$ cat src/rtl/pfra_pkg.sv
// ----------------------------------------------------------------------------
// pfra_pkg
// Shared constants, types and command/status bundles for the page frame
// reference count allocator.
// ----------------------------------------------------------------------------
package pfra_pkg;

    // Geometry of the count store
    localparam int NUM_FRAMES = 32768;
    localparam int COUNT_BITS = 8;
    localparam int LANES      = 16;                  // counts per store row
    localparam int ROWS       = NUM_FRAMES / LANES;
    localparam int ROW_W      = $clog2(ROWS);
    localparam int LANE_W     = $clog2(LANES);
    localparam int FA_W       = ROW_W + LANE_W;      // frame address width
    localparam int ROW_DATA_W = LANES * COUNT_BITS;

    // Item field widths
    localparam int FUNC_W   = 3;
    localparam int FRAME_W  = 15;
    localparam int STATUS_W = 3;

    // Configuration port
    localparam int CFG_IDX_W  = 1;
    localparam int CFG_DATA_W = 16;
    localparam int RSV_FIRST_W = 15;
    localparam int RSV_END_W   = 16;

    localparam logic [CFG_IDX_W-1:0] CFG_RSV_FIRST = 1'd0;
    localparam logic [CFG_IDX_W-1:0] CFG_RSV_END   = 1'd1;

    localparam logic [RSV_FIRST_W-1:0] RSV_FIRST_RST = 15'd512;
    localparam logic [RSV_END_W-1:0]   RSV_END_RST   = 16'd768;

    // Operation codes
    localparam logic [FUNC_W-1:0] FUNC_ALLOC = 3'd0;
    localparam logic [FUNC_W-1:0] FUNC_FREE  = 3'd1;
    localparam logic [FUNC_W-1:0] FUNC_SHARE = 3'd2;
    localparam logic [FUNC_W-1:0] FUNC_QUERY = 3'd3;
    localparam logic [FUNC_W-1:0] FUNC_INIT  = 3'd4;

    // Status codes
    localparam logic [STATUS_W-1:0] ST_OK         = 3'd0;
    localparam logic [STATUS_W-1:0] ST_OOM        = 3'd1;
    localparam logic [STATUS_W-1:0] ST_FREE_FREE  = 3'd2;
    localparam logic [STATUS_W-1:0] ST_SHARE_FREE = 3'd3;
    localparam logic [STATUS_W-1:0] ST_SATURATED  = 3'd4;

    typedef logic [ROW_W-1:0]      row_t;
    typedef logic [LANE_W-1:0]     lane_t;
    typedef logic [FA_W-1:0]       frame_addr_t;
    typedef logic [COUNT_BITS-1:0] cnt_t;
    typedef logic [ROW_DATA_W-1:0] row_data_t;

    localparam cnt_t CNT_MAX = '1;

    typedef enum logic [2:0] {
        ST_INIT,    // clearing pass after reset
        ST_IDLE,
        ST_RMW,
        ST_SCAN,
        ST_SWEEP,
        ST_RESP
    } state_t;

    // Controller -> datapath
    typedef struct packed {
        logic accept;       // latch item, issue read of its row
        logic scan_start;   // point scan at the top row
        logic scan_step;    // issue one row read, check the previous one
        logic sweep_start;  // point sweep at row zero
        logic sweep_step;   // write one row of the init pattern
        logic sweep_rst;    // sweep uses the reset range
        logic rmw_eval;     // evaluate free/share/query, write back
        logic out_load;     // move result into the output register
    } cmd_t;

    // Datapath -> controller
    typedef struct packed {
        logic scan_done;
        logic sweep_last;
        logic out_busy;
    } sts_t;

endpackage

$ cat src/rtl/pfra_datapath.sv
// ----------------------------------------------------------------------------
// pfra_datapath
// Config registers, item registers, count-row evaluation, scan and sweep
// pointers, store port muxing and the output register.
// ----------------------------------------------------------------------------
module pfra_datapath (
    input  logic                            aclk,
    input  logic                            aresetn,
    // configuration
    input  logic                            cfg_wr_en,
    input  logic [pfra_pkg::CFG_IDX_W-1:0]  cfg_idx,
    input  logic [pfra_pkg::CFG_DATA_W-1:0] cfg_wr_data,
    // input item
    input  logic [pfra_pkg::FUNC_W-1:0]     s_func,
    input  logic [pfra_pkg::FRAME_W-1:0]    s_frame_index,
    // control
    input  pfra_pkg::cmd_t                  cmd,
    output pfra_pkg::sts_t                  sts,
    // count store
    output logic                            ram_wr_en,
    output pfra_pkg::row_t                  ram_wr_addr,
    output pfra_pkg::row_data_t             ram_wr_data,
    output logic                            ram_rd_en,
    output pfra_pkg::row_t                  ram_rd_addr,
    input  pfra_pkg::row_data_t             ram_rd_data,
    // result
    output logic                            m_valid,
    input  logic                            m_ready,
    output logic [pfra_pkg::FRAME_W-1:0]    m_result_frame,
    output logic [pfra_pkg::STATUS_W-1:0]   m_status,
    output logic                            m_is_shared
);

    logic [pfra_pkg::RSV_FIRST_W-1:0] rsv_first_reg;
    logic [pfra_pkg::RSV_END_W-1:0]   rsv_end_reg;

    logic [pfra_pkg::FUNC_W-1:0]   func_reg;
    logic [pfra_pkg::FRAME_W-1:0]  idx_reg;
    pfra_pkg::row_t                ptr_reg;
    logic                          issue_done_reg;
    logic                          chk_vld_reg;
    pfra_pkg::row_t                chk_row_reg;

    logic [pfra_pkg::FRAME_W-1:0]  res_frame_reg, res_frame_next;
    logic [pfra_pkg::STATUS_W-1:0] res_status_reg, res_status_next;
    logic                          res_shared_reg, res_shared_next;

    logic                          m_valid_reg;
    logic [pfra_pkg::FRAME_W-1:0]  m_frame_reg;
    logic [pfra_pkg::STATUS_W-1:0] m_status_reg;
    logic                          m_shared_reg;

    pfra_pkg::frame_addr_t in_fa;
    pfra_pkg::frame_addr_t idx_fa;
    pfra_pkg::lane_t       idx_lane;
    logic                  idx_valid;
    pfra_pkg::cnt_t        cnt;
    pfra_pkg::cnt_t        cnt_new;
    logic                  rmw_we;
    logic [pfra_pkg::STATUS_W-1:0] rmw_status;
    logic                  rmw_shared;
    pfra_pkg::row_data_t   rmw_row;

    logic                  found_any;
    pfra_pkg::lane_t       found_lane;
    logic                  scan_hit;
    logic                  scan_oom;
    pfra_pkg::row_data_t   scan_row;

    logic [31:0]           sw_lo;
    logic [31:0]           sw_hi;
    logic [31:0]           sw_frame;
    pfra_pkg::row_data_t   sweep_row;

    // -------- config registers
    always_ff @(posedge aclk) begin
        if (!aresetn) begin
            rsv_first_reg <= pfra_pkg::RSV_FIRST_RST;
            rsv_end_reg   <= pfra_pkg::RSV_END_RST;
        end else if (cfg_wr_en) begin
            unique case (cfg_idx)
                pfra_pkg::CFG_RSV_FIRST: rsv_first_reg <= cfg_wr_data[pfra_pkg::RSV_FIRST_W-1:0];
                pfra_pkg::CFG_RSV_END:   rsv_end_reg   <= cfg_wr_data[pfra_pkg::RSV_END_W-1:0];
                default: ;
            endcase
        end
    end

    // -------- frame address decode
    assign in_fa     = pfra_pkg::frame_addr_t'(s_frame_index);
    assign idx_fa    = pfra_pkg::frame_addr_t'(idx_reg);
    assign idx_lane  = idx_fa[pfra_pkg::LANE_W-1:0];
    assign idx_valid = 32'(idx_reg) < 32'(pfra_pkg::NUM_FRAMES);

    // -------- free / share / query evaluation
    always_comb begin
        cnt        = idx_valid ?
                     ram_rd_data[idx_lane*pfra_pkg::COUNT_BITS +: pfra_pkg::COUNT_BITS] : '0;
        cnt_new    = cnt;
        rmw_we     = 1'b0;
        rmw_status = pfra_pkg::ST_OK;
        rmw_shared = 1'b0;
        case (func_reg)
            pfra_pkg::FUNC_FREE: begin
                if (cnt == '0) begin
                    rmw_status = pfra_pkg::ST_FREE_FREE;
                end else begin
                    cnt_new = cnt - pfra_pkg::cnt_t'(1);
                    rmw_we  = 1'b1;
                end
            end
            pfra_pkg::FUNC_SHARE: begin
                if (cnt == '0) begin
                    rmw_status = pfra_pkg::ST_SHARE_FREE;
                end else if (cnt == pfra_pkg::CNT_MAX) begin
                    rmw_status = pfra_pkg::ST_SATURATED;
                end else begin
                    cnt_new = cnt + pfra_pkg::cnt_t'(1);
                    rmw_we  = 1'b1;
                end
            end
            pfra_pkg::FUNC_QUERY: begin
                rmw_shared = cnt > pfra_pkg::cnt_t'(1);
            end
            default: ;
        endcase
        rmw_row = ram_rd_data;
        rmw_row[idx_lane*pfra_pkg::COUNT_BITS +: pfra_pkg::COUNT_BITS] = cnt_new;
    end

    // -------- allocate scan: highest zero lane of the row just read
    always_comb begin
        found_any  = 1'b0;
        found_lane = '0;
        for (int l = 0; l < pfra_pkg::LANES; l++) begin
            if (ram_rd_data[l*pfra_pkg::COUNT_BITS +: pfra_pkg::COUNT_BITS] == '0) begin
                found_any  = 1'b1;
                found_lane = pfra_pkg::lane_t'(l);
            end
        end
        scan_row = ram_rd_data;
        scan_row[found_lane*pfra_pkg::COUNT_BITS +: pfra_pkg::COUNT_BITS] = pfra_pkg::cnt_t'(1);
    end

    assign scan_hit = cmd.scan_step && chk_vld_reg && found_any;
    assign scan_oom = cmd.scan_step && chk_vld_reg && !found_any && (chk_row_reg == '0);

    // -------- initialize pattern for the row under the sweep pointer
    always_comb begin
        sw_lo    = cmd.sweep_rst ? 32'(pfra_pkg::RSV_FIRST_RST) : 32'(rsv_first_reg);
        sw_hi    = cmd.sweep_rst ? 32'(pfra_pkg::RSV_END_RST)   : 32'(rsv_end_reg);
        sw_frame = '0;
        for (int l = 0; l < pfra_pkg::LANES; l++) begin
            sw_frame = 32'({ptr_reg, pfra_pkg::lane_t'(l)});
            sweep_row[l*pfra_pkg::COUNT_BITS +: pfra_pkg::COUNT_BITS] =
                ((sw_frame >= sw_lo) && (sw_frame < sw_hi)) ? pfra_pkg::cnt_t'(1) : '0;
        end
    end

    // -------- store port muxing
    always_comb begin
        ram_rd_en   = 1'b0;
        ram_rd_addr = ptr_reg;
        if (cmd.accept) begin
            ram_rd_en   = 1'b1;
            ram_rd_addr = in_fa[pfra_pkg::FA_W-1:pfra_pkg::LANE_W];
        end else if (cmd.scan_step && !issue_done_reg) begin
            ram_rd_en = 1'b1;
        end

        ram_wr_en   = 1'b0;
        ram_wr_addr = ptr_reg;
        ram_wr_data = sweep_row;
        if (cmd.sweep_step) begin
            ram_wr_en = 1'b1;
        end else if (cmd.rmw_eval) begin
            ram_wr_en   = rmw_we && idx_valid;
            ram_wr_addr = idx_fa[pfra_pkg::FA_W-1:pfra_pkg::LANE_W];
            ram_wr_data = rmw_row;
        end else if (scan_hit) begin
            ram_wr_en   = 1'b1;
            ram_wr_addr = chk_row_reg;
            ram_wr_data = scan_row;
        end
    end

    // -------- pointers and scan pipeline
    always_ff @(posedge aclk) begin
        if (!aresetn) begin
            ptr_reg        <= '0;
            issue_done_reg <= 1'b0;
            chk_vld_reg    <= 1'b0;
        end else begin
            if (cmd.scan_start) begin
                ptr_reg        <= pfra_pkg::row_t'(pfra_pkg::ROWS - 1);
                issue_done_reg <= 1'b0;
                chk_vld_reg    <= 1'b0;
            end else if (cmd.scan_step) begin
                ptr_reg        <= ptr_reg - pfra_pkg::row_t'(1);
                issue_done_reg <= issue_done_reg || (ptr_reg == '0);
                chk_vld_reg    <= !issue_done_reg;
            end else if (cmd.sweep_start) begin
                ptr_reg <= '0;
            end else if (cmd.sweep_step) begin
                ptr_reg <= ptr_reg + pfra_pkg::row_t'(1);
            end
        end
    end

    always_ff @(posedge aclk) begin
        if (cmd.scan_step) begin
            chk_row_reg <= ptr_reg;
        end
        if (cmd.accept) begin
            func_reg <= s_func;
            idx_reg  <= s_frame_index;
        end
    end

    // -------- pending result
    always_comb begin
        res_frame_next  = res_frame_reg;
        res_status_next = res_status_reg;
        res_shared_next = res_shared_reg;
        if (cmd.accept) begin
            res_frame_next  = s_frame_index;
            res_status_next = pfra_pkg::ST_OK;
            res_shared_next = 1'b0;
        end else if (cmd.rmw_eval) begin
            res_status_next = rmw_status;
            res_shared_next = rmw_shared;
        end else if (scan_hit) begin
            res_frame_next  = pfra_pkg::FRAME_W'({chk_row_reg, found_lane});
            res_status_next = pfra_pkg::ST_OK;
        end else if (scan_oom) begin
            res_frame_next  = '0;
            res_status_next = pfra_pkg::ST_OOM;
        end
    end

    always_ff @(posedge aclk) begin
        res_frame_reg  <= res_frame_next;
        res_status_reg <= res_status_next;
        res_shared_reg <= res_shared_next;
    end

    // -------- output register
    always_ff @(posedge aclk) begin
        if (!aresetn) begin
            m_valid_reg <= 1'b0;
        end else if (cmd.out_load) begin
            m_valid_reg <= 1'b1;
        end else if (m_ready) begin
            m_valid_reg <= 1'b0;
        end
    end

    always_ff @(posedge aclk) begin
        if (cmd.out_load) begin
            m_frame_reg  <= res_frame_reg;
            m_status_reg <= res_status_reg;
            m_shared_reg <= res_shared_reg;
        end
    end

    assign m_valid        = m_valid_reg;
    assign m_result_frame = m_frame_reg;
    assign m_status       = m_status_reg;
    assign m_is_shared    = m_shared_reg;

    assign sts.scan_done  = scan_hit || scan_oom;
    assign sts.sweep_last = (ptr_reg == pfra_pkg::row_t'(pfra_pkg::ROWS - 1));
    assign sts.out_busy   = m_valid_reg && !m_ready;

endmodule

$ cat config.mk
export PLATFORM = sky130hd
export DESIGN_NAME = pfra_datapath
export DESIGN_NICKNAME = d
export VERILOG_FILES = /design/src/rtl/pfra_pkg.sv /design/src/rtl/pfra_datapath.sv
export SDC_FILE = /design/constraint.sdc
export NUM_CORES = 1
export LEC_CHECK = 0
export BUFFER_PORTS_ARGS = -buffer_cell sky130_fd_sc_hd__buf_2
export CAP_MARGIN = 10
export CORE_UTILIZATION = 45
export DETAILED_ROUTE_END_ITERATION = 8
export HOLD_SLACK_MARGIN = 0.03
export PLACE_DENSITY_LB_ADDON = 0.3
export SLEW_MARGIN = 20
export SYNTH_ARGS = -nofsm -noshare
export SYNTH_HDL_FRONTEND = slang
export SYNTH_SLANG_ARGS = --single-unit
$ cat constraint.sdc
create_clock -name aclk -period 6.8 [get_ports aclk]
set_input_delay 1.36 -clock aclk [delete_from_list [all_inputs] [get_ports aclk]]
set_output_delay 1.36 -clock aclk [all_outputs]
set_load 0.02 [all_outputs]
# Yosys cells after proc, flatten, opt, wreduce, memory -nomap -nowiden
# Index checks and enable logic that the tools add are counted.
# word_totals
ff_bits	112
wordCells	210
# classes
addsub	6
order_cmp	33
n_eq_ne	6
n_shift	5
n_mux	89
n_bitwise	2
reduce_logical	54
# ops
operator	count
$mux W128	3
$bwmux W128	2
$lt A15 B16 Y1	16
$shift A8 B34 Y128 const A	2
$ge A15 B15 Y1	16
$logic_not A8 Y1	17
$shiftx A128 B8 Y8	1
$shiftx A8 B34 Y128	1
$shiftx A8 B34 Y128 const A	1
$mux W11	8
$mux W15	5
$neg A7 Y34	2
$mux W4	14
$mux W1	44
$mux W8	3
$logic_and A1 B1 Y1	22
$logic_not A11 Y1	2
$mux W16	1
$pmux W8 S2	1
$mux W3	5
$add A11 B1 Y11 const B	1
$eq A11 B11 Y1 const B	1
$sub A11 B1 Y11 const B	1
$add A8 B1 Y8 const B	1
other kinds (17)	25

# Logic depth before layout (Yosys ltp)
# Gate-level depths: netlist of run 1.
# depth
ltp_word	24
ltp_mapped	16
ltp_nobuf	13

# Worst setup path before layout of run 1
# OpenSTA, ideal clock, no wires.
# synth_path
path_kind	input port to output port
from	input ram_rd_data[26]
to	output ram_wr_data[33]
arrival_time_ps	4621
t_required_ps	5440
setup_slack_ps	819
path_stages	12
path_cell_list	or4_1 -> o221ai_1 -> a211oi_1 -> o21ai_0 -> inv_1 -> and3_1 -> ha_1 -> clkbuf_1 -> inv_1 -> or4b_2 -> a21o_1 -> a22o_1
# synth_between
elab_chain_cells	20
elab_cells_between_ends	46
classes_between	add/sub (3); eq/ne (1); shift (4); mux (35); reduce/logical (3)
# synth_rtl
element	line_no	text
start: declaration	pfra_datapath.sv:25	input pfra_pkg::row_data_t ram_rd_data,
$logic_not A8 Y1	pfra_datapath.sv:136	if (ram_rd_data[l*pfra_pkg::COUNT_BITS +: pfra_pkg::COUNT_BITS] == '0) begin
$mux W4 (13 in a row)	pfra_datapath.sv:136	
$neg A7 Y34	pfra_datapath.sv:142	scan_row[found_lane*pfra_pkg::COUNT_BITS +: pfra_pkg::COUNT_BITS] = pfra_pkg::cnt_t'(1);
$shiftx A8 B34 Y128 or $shift A8 B34 Y128 (tied branches)	pfra_datapath.sv:142	
$bwmux W128	pfra_datapath.sv:142	
$mux W128	pfra_datapath.sv:180	end else if (scan_hit) begin
$mux W128 (*)	pfra_datapath.sv:176	end else if (cmd.rmw_eval) begin
$mux W128 (*)	pfra_datapath.sv:174	if (cmd.sweep_step) begin
end: declaration	pfra_datapath.sv:22	output pfra_pkg::row_data_t ram_wr_data,
# Every way passes the cells marked *; elsewhere a longest branch is shown, timed or not.

# Worst setup path after layout of run 1
# layout_path
from	input ram_rd_data[18]
to	output ram_wr_data[86]
# layout_between
elab_chain_cells	21
elab_cells_between_ends	48
classes_between	add/sub (3); eq/ne (1); shift (4); mux (37); reduce/logical (3)
# layout_rtl
element	line_no
$logic_not A8 Y1	pfra_datapath.sv:136
$mux W4 (14 in a row)	pfra_datapath.sv:136
$neg A7 Y34	pfra_datapath.sv:142
$shiftx A8 B34 Y128 or $shift A8 B34 Y128 (tied branches)	pfra_datapath.sv:142
$bwmux W128	pfra_datapath.sv:142
$mux W128	pfra_datapath.sv:180
$mux W128 (*)	pfra_datapath.sv:176
$mux W128 (*)	pfra_datapath.sv:174
# Marks and branches as above.

==> results by group, run 1 <==
Outcome
  • Status: complete, no violations

Clock network
  • Clock Sinks: 112
  • CTS tree: yes
  • CTS Buffer Depth: 2
  • Hold buffers post-CTS: 0
  • TritonCTS Buffers: 9
  • Worst-skew pair later-pin latency: 0.36 ns
  • Root buf cell: clkbuf_16
  • H-tree levels: 3
  • Clock slew at reported path FFs: 0.08 ns

Logic synthesis
  • Synth Area in XOR/XNOR: 0.826%
  • Top_reg_cell synth: edfxtp_1
  • Async set-reset flop share out of synthesis: 0%
  • Adder-cell share of the synthesized area: 4.37%
  • Post-synthesis register bit count: 112
  • Post-Syn Area: 10600 sq um
  • Post-Synth Simple-Gate Area: 23.6%
  • Post-synthesis mux area share: 9.06%
  • Post-synthesis cell count: 1284
  • Number of flops mapped to enable cells by yosys: 63
  • Synth cell types: 95
  • Seq/Total Area, Yosys: 27.1%
  • Syn_nets: 1496
  • YS warnings: 0
  • Largest family of logic cells by synthesized area: compound AO/OA/AOI/OAI gates
  • Average cell area after synthesis: 8.26 sq um
  • Compound-gate portion of the synthesized area: 30.4%

Place
  • GP Congestion: 1.12
  • I/O Buffers: 349
  • Final HPWL from detailed placement: 38800 um
  • Inst Count DP: 1904
  • Setup WS pre-CTS: 0.320 ns
  • Dpl cell area: 12600 sq um

Critical path
  • Slowest cell on the critical path: xnor2_1
  • CP Class: input pin to output pin
  • Kind of cell adding the most delay to the critical path: compound AO/OA/AOI/OAI gates
  • CP Cell Sequence: buf_2 -> or4_1 -> nor2_1 -> o221ai_1 -> a211oi_1 -> o21ai_0 -> inv_1 -> ha_1 -> inv_1 -> xnor2_1 -> nand3_1 -> o2bb2ai_1 -> a22o_1 -> buf_2
  • Arrival time worst endpoint: 5.25 ns
  • CP max FO: 8
  • Max stage delay on crit path: 0.61 ns
  • CP bufs+invs: 4
  • R2r setup slk: 3.11 ns
  • Startpoint Class: input pin
  • Critical path required time: 5.44 ns
  • Critical path capture point type: output pin

GRT
  • GRT Residual Overflow: 0
  • Number of antenna violations at the first check in global routing: 5
  • First-pass GRT wire length: 72300 um
  • Total track usage: 39.7%
  • Pin count of the biggest net entering global routing: 56
  • Vias in the first global route: 11904

Finish
  • Design area: 12900 sq um
  • Max reg flops: 16
  • NumNets Final: 1814
  • Fin cells: 1920
  • Most frequent cells in the layout: buf_2, nand2_1, nor2_1, a22o_1, o21ai_0
  • Area growth from synthesis to layout: 22.1%
  • Antenna cell count: 0
  • Share of layout cells above drive strength 1: 29.6%
  • Commonest non-fill, non-tap cell in the layout: buf_2

STA
  • Setup-failing EPs final: 0
  • Setup ws final: 0.186 ns
  • Slew Limit Fails: 0
  • FMAX: 151 MHz
  • Clock skew: 0.0133 ns
  • Worst-margin pin slew: 1.05 ns
  • Final critical-path share of the clock period: 97.3%
  • Post-route minimum period: 6.61 ns
  • Final hold vios: 0
  • RSZ-0062 raised after global routing: false
  • Slew HR: 29.9%
  • Setup TNS: 0 ns

Worst hold path
  • Type of the worst min-delay path: register to register

Floorplan
  • Num ports: 350
  • Height of the chip: 156 um
  • Core Footprint: 22800 sq um
  • Die W: 156 um
  • FP Rows: 55
  • Starting density of the core: 46.4%
  • Die area: 24200 sq um

Routing
  • Met3 WL: 7160 um
  • DRT antenna net count: 0
  • Top Metal Used: met5
  • Drt via density: 6.72
  • Vias: 12906
  • Drt pass-1 iters: 6
  • DRT Wirelength: 49500 um
  • Met2 routed WL: 20900 um
  • Met1 Routed Length: 19900 um
  • DR iter-0 viols: 1690
  • Drc violations: 0
  • Wire per inst: 25.8 um

Power and ir drop
  • PD cells: 183 nW/um^2
  • Leakage: 5.62 nW
  • Pwr Total: 2.37 mW
  • Worst vdd ir: 150 uV

Run
  • Max-cap violations: 0
-- metal layers --
layer,track usage [%],vias to the layer above
met3,14.9,139
li1,-,5618
met4,12.3,10
met2,57.3,1008
met1,54.4,6131
met5,0,-
-- report_power, final --
group / internal, mW / leakage, nW / switching, mW / total (mW)
combinational: 0.354 / 4.44 / 0.679 / 1.03
clock: 0.258 / 0.142 / 0.269 / 0.527
sequential: 0.760 / 1.04 / 0.0511 / 0.811
-- cells in the mapped netlist, types with 6 or more instances --
cell / n / area share (%)
nor2b_1: 15 / 0.88
a211oi_1: 13 / 0.92
mux2_2: 19 / 2.0
a22o_1: 86 / 7.1
o221ai_1: 7 / 0.58
mux4_2: 18 / 3.8
mux2i_1: 17 / 1.6
mux4_1: 6 / 1.5
o211ai_1: 8 / 0.57
a221o_1: 7 / 0.66
o31ai_1: 10 / 0.71
nand2_1: 205 / 7.3
and3_1: 16 / 0.94
a31oi_1: 11 / 0.65
nor4_1: 29 / 1.7
ha_1: 37 / 4.4
o21ai_0: 74 / 3.5
o2bb2ai_1: 20 / 1.7
nor2_1: 92 / 3.3
buf_6: 7 / 0.74
dfxtp_1: 49 / 9.2
a22oi_1: 10 / 0.71
edfxtp_1: 63 / 18
nand2b_1: 11 / 0.65
a21o_1: 13 / 0.92
inv_1: 26 / 0.92
buf_2: 7 / 0.33
nor3_1: 24 / 1.1
nand3_1: 40 / 1.9
a21boi_0: 33 / 2.3
and2_1: 16 / 0.94
a31o_2: 7 / 0.58
o311ai_0: 6 / 0.50
nand4_1: 17 / 1.0
or3_1: 8 / 0.47
o21a_1: 10 / 0.71
or4_1: 12 / 0.85
a21oi_1: 61 / 2.9
xnor2_1: 8 / 0.66
o22ai_1: 9 / 0.53
clkbuf_1: 53 / 1.9
-- final cells by class --
class	count	area, sq um
Sequential cell	112	2870
Fill cell	2220	9900
Multi-Input combinational cell	1065	7250
Tap cell	313	392
Timing Repair Buffer	385	2030
Clock buffer	9	225
Inverter	29	109
Clock inverter	7	71.3
-- metrics by stage --
step | utilization (%) | hold WS (ns)
after CTS | 56.6 | 0.420
final | 56.7 | 0.422
after global routing | 56.7 | 0.437
after global placement | 55.3 | 0.402
after floorplan | - | 0.400
after detailed placement | 55.3 | 0.405
-- path summary, 6_finish.rpt --
path | from | endpoint | cells past startpoint
worst max-delay path | ram_rd_data[18] | ram_wr_data[86] | 14
worst min-delay path | res_frame_reg[6] | m_result_frame[6] | 0
worst min register to register | res_frame_reg[6] | m_result_frame[6] | 0
worst max register to register | idx_fa[3] | res_status_reg[2] | 11
-- cell families after synthesis --
family          Yosys count
buf+inv                 107
flops                   112
simple gates            517
fa+ha+maj                37
mux                      61
compound gates          440
xor+xnor                 10
-- timing repair --
| item | 4_1_cts | 5_1_grt |
|---|---|---|
| resized for setup | 0 | 1 |
| setup buffers | 0 | 0 |
| endpoints found under the setup margin | 0 | 2 |
Note: power is estimated with default switching activity, not from simulation.
==> inputs of run 2 (changes only) <==
--- a/config.mk
+++ b/config.mk
@@ -7,7 +7,9 @@
 export LEC_CHECK = 0
 export BUFFER_PORTS_ARGS = -buffer_cell sky130_fd_sc_hd__buf_2
 export CAP_MARGIN = 10
-export CORE_UTILIZATION = 45
+export CELL_PAD_IN_SITES_DETAIL_PLACEMENT = 0
+export CELL_PAD_IN_SITES_GLOBAL_PLACEMENT = 1
+export CORE_UTILIZATION = 38
 export DETAILED_ROUTE_END_ITERATION = 8
 export HOLD_SLACK_MARGIN = 0.03
 export PLACE_DENSITY_LB_ADDON = 0.3
==> run 2 against run 1 <==
  * Critical path type unchanged
  * Global-route usage down 4.5 points
  * Sequential power about the same
  * Combinational power about the same
  * Total power up 1.2%
  * Maximum frequency up 0.22%
  * Wire length up 4.8%
  * Clock-buffer cell count up 1
  * Sequential share of layout area down 0.28 points
==> results by group, run 2 (synthesized netlist as in run 1, its figures left out) <==
Place
  • Final HPWL from detailed placement: 41300 um (+6.6%)
  • I/O Buffers: 349 (unchanged)
  • GP Congestion: 1.08 (-3.4%)

Critical path
  • CP Class: input pin to output pin
  • Startpoint Class: input pin
  • Critical path required time: 5.44 ns (about the same)
  • Slowest cell on the critical path: nor4_1
  • Max stage delay on crit path: 0.61 ns (about the same)
  • CP max FO: 16 (+8)
  • Worst r2r dst: res_status_reg[2]
  • CP bufs+invs: 4 (unchanged)
  • Critical Path Most Common Cell: buf_2
  • Critical path capture point type: output pin
  • Worst reg2reg path startpoint: idx_fa[1]
  • CP Cell Sequence: buf_2 -> or4_1 -> nor2_1 -> o221ai_1 -> a211oi_1 -> o21ai_0 -> inv_1 -> and3_1 -> ha_1 -> buf_4 -> nor4_1 -> o22ai_1 -> a32o_1 -> buf_2
  • FF-to-FF path depth: 10 (-1)
  • Kind of cell adding the most delay to the critical path: simple AND/OR/NAND/NOR gates
  • Cell depth of the worst setup path: 14 (unchanged)
  • Arrival time worst endpoint: 5.24 ns (about the same)
  • R2r setup slk: 3.12 ns (about the same)

Finish
  • Share of layout cells above drive strength 1: 29.9% (+0.37 points)
  • Layout filler cell count: 2853 (+29%)
  • Area growth from synthesis to layout: 23.7%
  • NumNets Final: 1824 (+0.55%)
  • Most frequent cells in the layout: buf_2, nand2_1, nor2_1, a22o_1, o21ai_0
  • Max reg flops: 16 (unchanged)
  • Multi-input combinational cell area: 7240 sq um (-0.10%)
  • Register Area: 2870 sq um (unchanged)
  • Antenna cell count: 0 (unchanged)
  • Commonest non-fill, non-tap cell in the layout: buf_2

Routing
  • DRT Wirelength: 51900 um (+4.8%)
  • Drt via density: 6.40 (-4.7%)
  • Drt pass-1 iters: 5 (-1)
  • Vias: 12738 (-1.3%)
  • Drc violations: 0 (unchanged)
  • DRT antenna net count: 0 (unchanged)
  • Wire per inst: 26.1 um (+1.2%)
  • DR iter-0 viols: 1570 (-7.1%)

STA
  • Post-route minimum period: 6.60 ns (-0.0144 ns)
  • Slew Limit Fails: 0 (unchanged)
  • Slew HR: 25.0% (-5.0 points)
  • RSZ-0062 raised after global routing: false
  • Clock skew: 0.0126 ns (-0.000729 ns)
  • Setup TNS: 0 ns (unchanged)
  • Worst-margin pin slew: 1.12 ns (+0.0641 ns)
  • Hold WS: 0.421 ns (-0.000729 ns)
  • Final critical-path share of the clock period: 97.0% (-0.21 points)
  • FMAX: 152 MHz (+0.22%)
  • Final hold vios: 0 (unchanged)
  • Setup-failing EPs final: 0 (unchanged)

GRT
  • Number of antenna violations at the first check in global routing: 7 (+2)
  • First-pass GRT wire length: 75800 um (+4.8%)
  • Pin count of the biggest net entering global routing: 46 (-18%)
  • GRT Residual Overflow: 0 (unchanged)
  • Total track usage: 35.2% (-4.5 points)
  • Vias in the first global route: 11858 (-0.39%)

Floorplan
  • Starting density of the core: 39.0% (-7.4 points)
  • Num ports: 350 (unchanged)
  • Die W: 169 um (+8.7%)
  • Core Footprint: 27200 sq um (+19%)
  • Die area: 28600 sq um (+18%)
  • Height of the chip: 169 um (+8.7%)
  • FP Rows: 60 (+9.1%)

Clock network
  • Clock Sinks: 112 (unchanged)
  • Worst-skew pair later-pin latency: 0.36 ns (about the same)
  • Hold buffers post-CTS: 0 (unchanged)
  • # Post-CTS Setup Buffers: 0 (unchanged)
  • CTS Buffer Depth: 2 (unchanged)
  • Post-CTS sizing: 0 (unchanged)
  • H-tree levels: 3 (unchanged)
  • Clock slew at reported path FFs: 0.08 ns (about the same)
  • TritonCTS Buffers: 9 (unchanged)
  • Root buf cell: clkbuf_16
  • CTS tree: yes

Power and ir drop
  • Leakage: 5.68 nW (+1.1%)
  • PD cells: 183 nW/um^2 (about the same)
  • Worst vdd ir: 106 uV (-29%)

Worst hold path
  • Hold path endpoint: m_result_frame[7]
  • Hold path depth: 0 (unchanged)
  • Type of the worst min-delay path: register to register
  • Worst hold start: res_frame_reg[7]

Run
  • Max-cap violations: 0 (unchanged)

Outcome
  • Status: complete, no violations
-- run 2: cell types whose count changed in the layout (fill, tap and decap cells not counted), sizes merged --
| cell | before | now |
|---|---|---|
| inv | 30 | 32 |
| clkinvlp | 1 | 0 |
| clkinv | 5 | 3 |
| buf | 385 | 395 |
| clkbuf | 9 | 10 |
-- run 2: per-stage QoR --
| step | worst slack [ns] | util (%) | power [mW] | cells | instance area (sq um) |
|---|---|---|---|---|---|
| 4_1_cts | 0.398 | 48.3 | 2.38 | 1989 | 13100 |
| 3_5_place_dp | 0.423 | 47.1 | 1.84 | 1973 | 12800 |
| 3_3_place_gp | 0.423 | 47.1 | 1.84 | 1973 | 12800 |
| 6_report | 0.201 | 48.3 | 2.40 | 1989 | 13100 |
| 2_1_floorplan | 0.819 | - | 1.42 | 1284 | 10600 |
| 5_1_grt | 0.141 | 48.3 | 2.50 | 1989 | 13100 |
-- run 2: worst max-delay path by stage --
stage,startpoint,to,slack (ns)
after global routing,ram_rd_data[0],ram_wr_data[88],0.14
final,ram_rd_data[18],ram_wr_data[127],0.20
after floorplan,ram_rd_data[26],ram_wr_data[33],0.82
after detailed placement,ram_rd_data[33],ram_wr_data[99],0.42
after global placement,ram_rd_data[36],ram_wr_data[127],0.42
after CTS,ram_rd_data[18],ram_wr_data[99],0.40
-- run 2: layout make-up --
class,instances,share of cell area (%)
clock inverter,6,0.534
tap,372,3.55
clock buffer,10,1.82
timing repair buffer,395,16.1
sequential,112,21.9
inverter,29,0.830
multi-input combinational,1065,55.2
-- run 2: per-layer routing --
metal / vias to the layer above / track usage [%] / wire (um)
li1: 5625 / - / -
met1: 6183 / 51.0 / 22600
met2: 801 / 52.7 / 22500
met3: 119 / 8.56 / 5550
met4: 10 / 7.48 / 1220
met5: - / 0 / 69
-- run 2: power by group --
part	total (mW)	switching, mW	leakage (nW)	internal, mW
Combinational	1.05	0.689	4.49	0.358
Clock	0.543	0.271	0.152	0.272
Sequential	0.810	0.0500	1.04	0.760
Total	2.40	1.01	5.68	1.39
==> inputs of run 3 (changes only) <==
--- a/config.mk
+++ b/config.mk
@@ -13,6 +13,7 @@
 export DETAILED_ROUTE_END_ITERATION = 8
 export HOLD_SLACK_MARGIN = 0.03
 export PLACE_DENSITY_LB_ADDON = 0.3
+export SETUP_SLACK_MARGIN = 0.3
 export SLEW_MARGIN = 20
 export SYNTH_ARGS = -nofsm -noshare
 export SYNTH_HDL_FRONTEND = slang
==> run 3 against run 2 <==
  * Sequential share of layout area about the same
  * Non-clock buffer count unchanged
  * Clock-buffer cell count unchanged
  * Total power about the same
  * Clock power barely moved
==> results by group, run 3 (synthesized netlist as in run 1, its figures left out) <==
Outcome
  • Status: complete, no violations

Place
  • Final HPWL from detailed placement: 41300 um (unchanged)
  • Setup WS pre-CTS: 0.423 ns (unchanged)
  • I/O Buffers: 349 (unchanged)
  • Dpl cell area: 12800 sq um (unchanged)
  • GP Congestion: 1.08 (unchanged)
  • Inst Count DP: 1973 (unchanged)

Finish
  • Antenna cell count: 0 (unchanged)
  • Share of layout cells above drive strength 1: 30.2% (+0.25 points)
  • Post-layout util: 48.3% (+0.078 points)
  • Fin cells: 1989 (unchanged)
  • NumNets Final: 1824 (unchanged)
  • Commonest non-fill, non-tap cell in the layout: buf_2
  • Design area: 13100 sq um (+0.16%)
  • Max reg flops: 16 (unchanged)
  • Most frequent cells in the layout: buf_2, nand2_1, nor2_1, a22o_1, o21ai_0
  • Area growth from synthesis to layout: 23.9%
  • Layout filler cell count: 2858 (+0.18%)

Routing
  • DRT antenna net count: 0 (unchanged)
  • Drt pass-1 iters: 6 (+1)
  • Drt via density: 6.46 (+0.90%)
  • DRT Wirelength: 51900 um (+0.12%)
  • Wire per inst: 26.1 um (+0.12%)
  • DR iter-0 viols: 1515 (-3.5%)
  • Vias: 12853 (+0.90%)
  • Drc violations: 0 (unchanged)

Critical path
  • Max stage delay on crit path: 0.65 ns (+0.04 ns)
  • FF-to-FF path depth: 8 (-2)
  • Worst reg2reg path startpoint: idx_fa[1]
  • Arrival time worst endpoint: 5.07 ns (-0.17 ns)
  • CP Class: input pin to output pin
  • Slowest cell on the critical path: nor4b_1
  • CP max FO: 16 (unchanged)
  • Worst r2r dst: res_status_reg[0]
  • Critical path required time: 5.44 ns (about the same)
  • R2r setup slk: 3.27 ns (+0.15 ns)
  • Critical Path Most Common Cell: buf_2
  • CP Launch Point: ram_rd_data[18]
  • CP Cell Sequence: buf_2 -> or4_1 -> nor2_1 -> o221ai_1 -> a211oi_1 -> o21ai_0 -> inv_1 -> and3_1 -> ha_1 -> buf_4 -> nor4b_1 -> o21ai_2 -> a22o_1 -> buf_2
  • Critical path capture point type: output pin
  • Startpoint Class: input pin

Worst hold path
  • Worst hold start: res_frame_reg[7]
  • Type of the worst min-delay path: register to register
  • Hold path endpoint: m_result_frame[7]
  • Hold path depth: 0 (unchanged)

Floorplan
  • Die area: 28600 sq um (unchanged)
  • Num ports: 350 (unchanged)
  • Height of the chip: 169 um (unchanged)
  • Core Footprint: 27200 sq um (unchanged)
  • Die W: 169 um (unchanged)
  • FP Rows: 60 (unchanged)
  • Starting density of the core: 39.0% (unchanged)

Power and ir drop
  • Comb power frac: 43.7% (about the same)
  • Clk pwr share: 22.6% (about the same)
  • Worst vdd ir: 106 uV (-0.22%)
  • Switching Share: 42.0% (about the same)
  • Pint: 1.39 mW (about the same)
  • PD cells: 183 nW/um^2 (-0.17%)
  • Sequential power share: 33.7% (about the same)
  • Switching pwr: 1.01 mW (about the same)
  • Leakage: 5.68 nW (+0.13%)
  • Pwr Total: 2.40 mW (about the same)

STA
  • Clock skew: 0.0138 ns (+0.00127 ns)
  • Setup-failing EPs final: 0 (unchanged)
  • Slew Limit Fails: 0 (unchanged)
  • Final critical-path share of the clock period: 94.6% (-2.4 points)
  • Post-route minimum period: 6.43 ns (-0.164 ns)
  • FMAX: 155 MHz (+2.6%)
  • Hold WS: 0.420 ns (-0.000318 ns)
  • RSZ-0062 raised after global routing: true
  • Worst-margin pin slew: 1.10 ns (-0.0187 ns)
  • Setup ws final: 0.365 ns (+0.164 ns)
  • Slew HR: 26.2% (+1.3 points)
  • Final hold vios: 0 (unchanged)
  • Setup TNS: 0 ns (unchanged)

GRT
  • Pin count of the biggest net entering global routing: 46 (unchanged)
  • Total track usage: 35.2% (unchanged)
  • Number of antenna violations at the first check in global routing: 7 (unchanged)
  • GRT Residual Overflow: 0 (unchanged)
  • First-pass GRT wire length: 75800 um (unchanged)
  • Vias in the first global route: 11858 (unchanged)

Clock network
  • CTS Buffer Depth: 2 (unchanged)
  • CTS tree: yes
  • H-tree levels: 3 (unchanged)
  • Clock slew at reported path FFs: 0.08 ns (about the same)
  • Hold buffers post-CTS: 0 (unchanged)
  • Clock Sinks: 112 (unchanged)
  • # Post-CTS Setup Buffers: 0 (unchanged)
  • Root buf cell: clkbuf_16
  • Worst-skew pair later-pin latency: 0.36 ns (about the same)
  • TritonCTS Buffers: 9 (unchanged)

Run
  • Max-cap violations: 0 (unchanged)
[run 3: final cells by class]
class | count | area [sq um] | share of cell area [%]
Multi-Input combinational cell | 1065 | 7260 | 55.3
Clock buffer | 10 | 239 | 1.82
Timing Repair Buffer | 395 | 2120 | 16.1
Sequential cell | 112 | 2870 | 21.9
Clock inverter | 6 | 70.1 | 0.533
Tap cell | 372 | 465 | 3.54
Inverter | 29 | 109 | 0.829
[run 3: per-layer routing]
layer | track usage [%] | part of all wire [%]
met5 | 0 | 0.13
met4 | 7.48 | 2.5
met3 | 8.56 | 11
met2 | 52.7 | 43
met1 | 51.0 | 43
[run 3: power groups by stage]
| stage | sequential [mW] | clock (mW) | combinational, mW |
|---|---|---|---|
| 2_1_floorplan | 0.802 | 0 | 0.622 |
| 3_3_place_gp | 0.823 | 0 | 1.01 |
| 3_5_place_dp | 0.824 | 0 | 1.01 |
| 4_1_cts | 0.809 | 0.553 | 1.02 |
| 5_1_grt | 0.816 | 0.582 | 1.11 |
| 6_report | 0.810 | 0.541 | 1.05 |
[run 3: timing repair]
action	in CTS	in global routing
hold endpoints to repair	0	0
gates resized for setup	0	4
setup endpoints to repair	0	24
[run 3: worst max-delay path by stage]
stage | endpoint | cells past startpoint
2_1_floorplan | ram_wr_data[33] | 12
3_3_place_gp | ram_wr_data[127] | 14
3_5_place_dp | ram_wr_data[99] | 14
4_1_cts | ram_wr_data[99] | 14
5_1_grt | ram_wr_data[99] | 14
6_report | ram_wr_data[99] | 14
[run 3: critical path: cells and delay by family]
| family | cells | cell delay [ns] |
|---|---|---|
| simple gates | 4 | 1.57 |
| buf+inv | 4 | 0.65 |
| compound gates | 5 | 1.25 |
| fa+ha+maj | 1 | 0.23 |
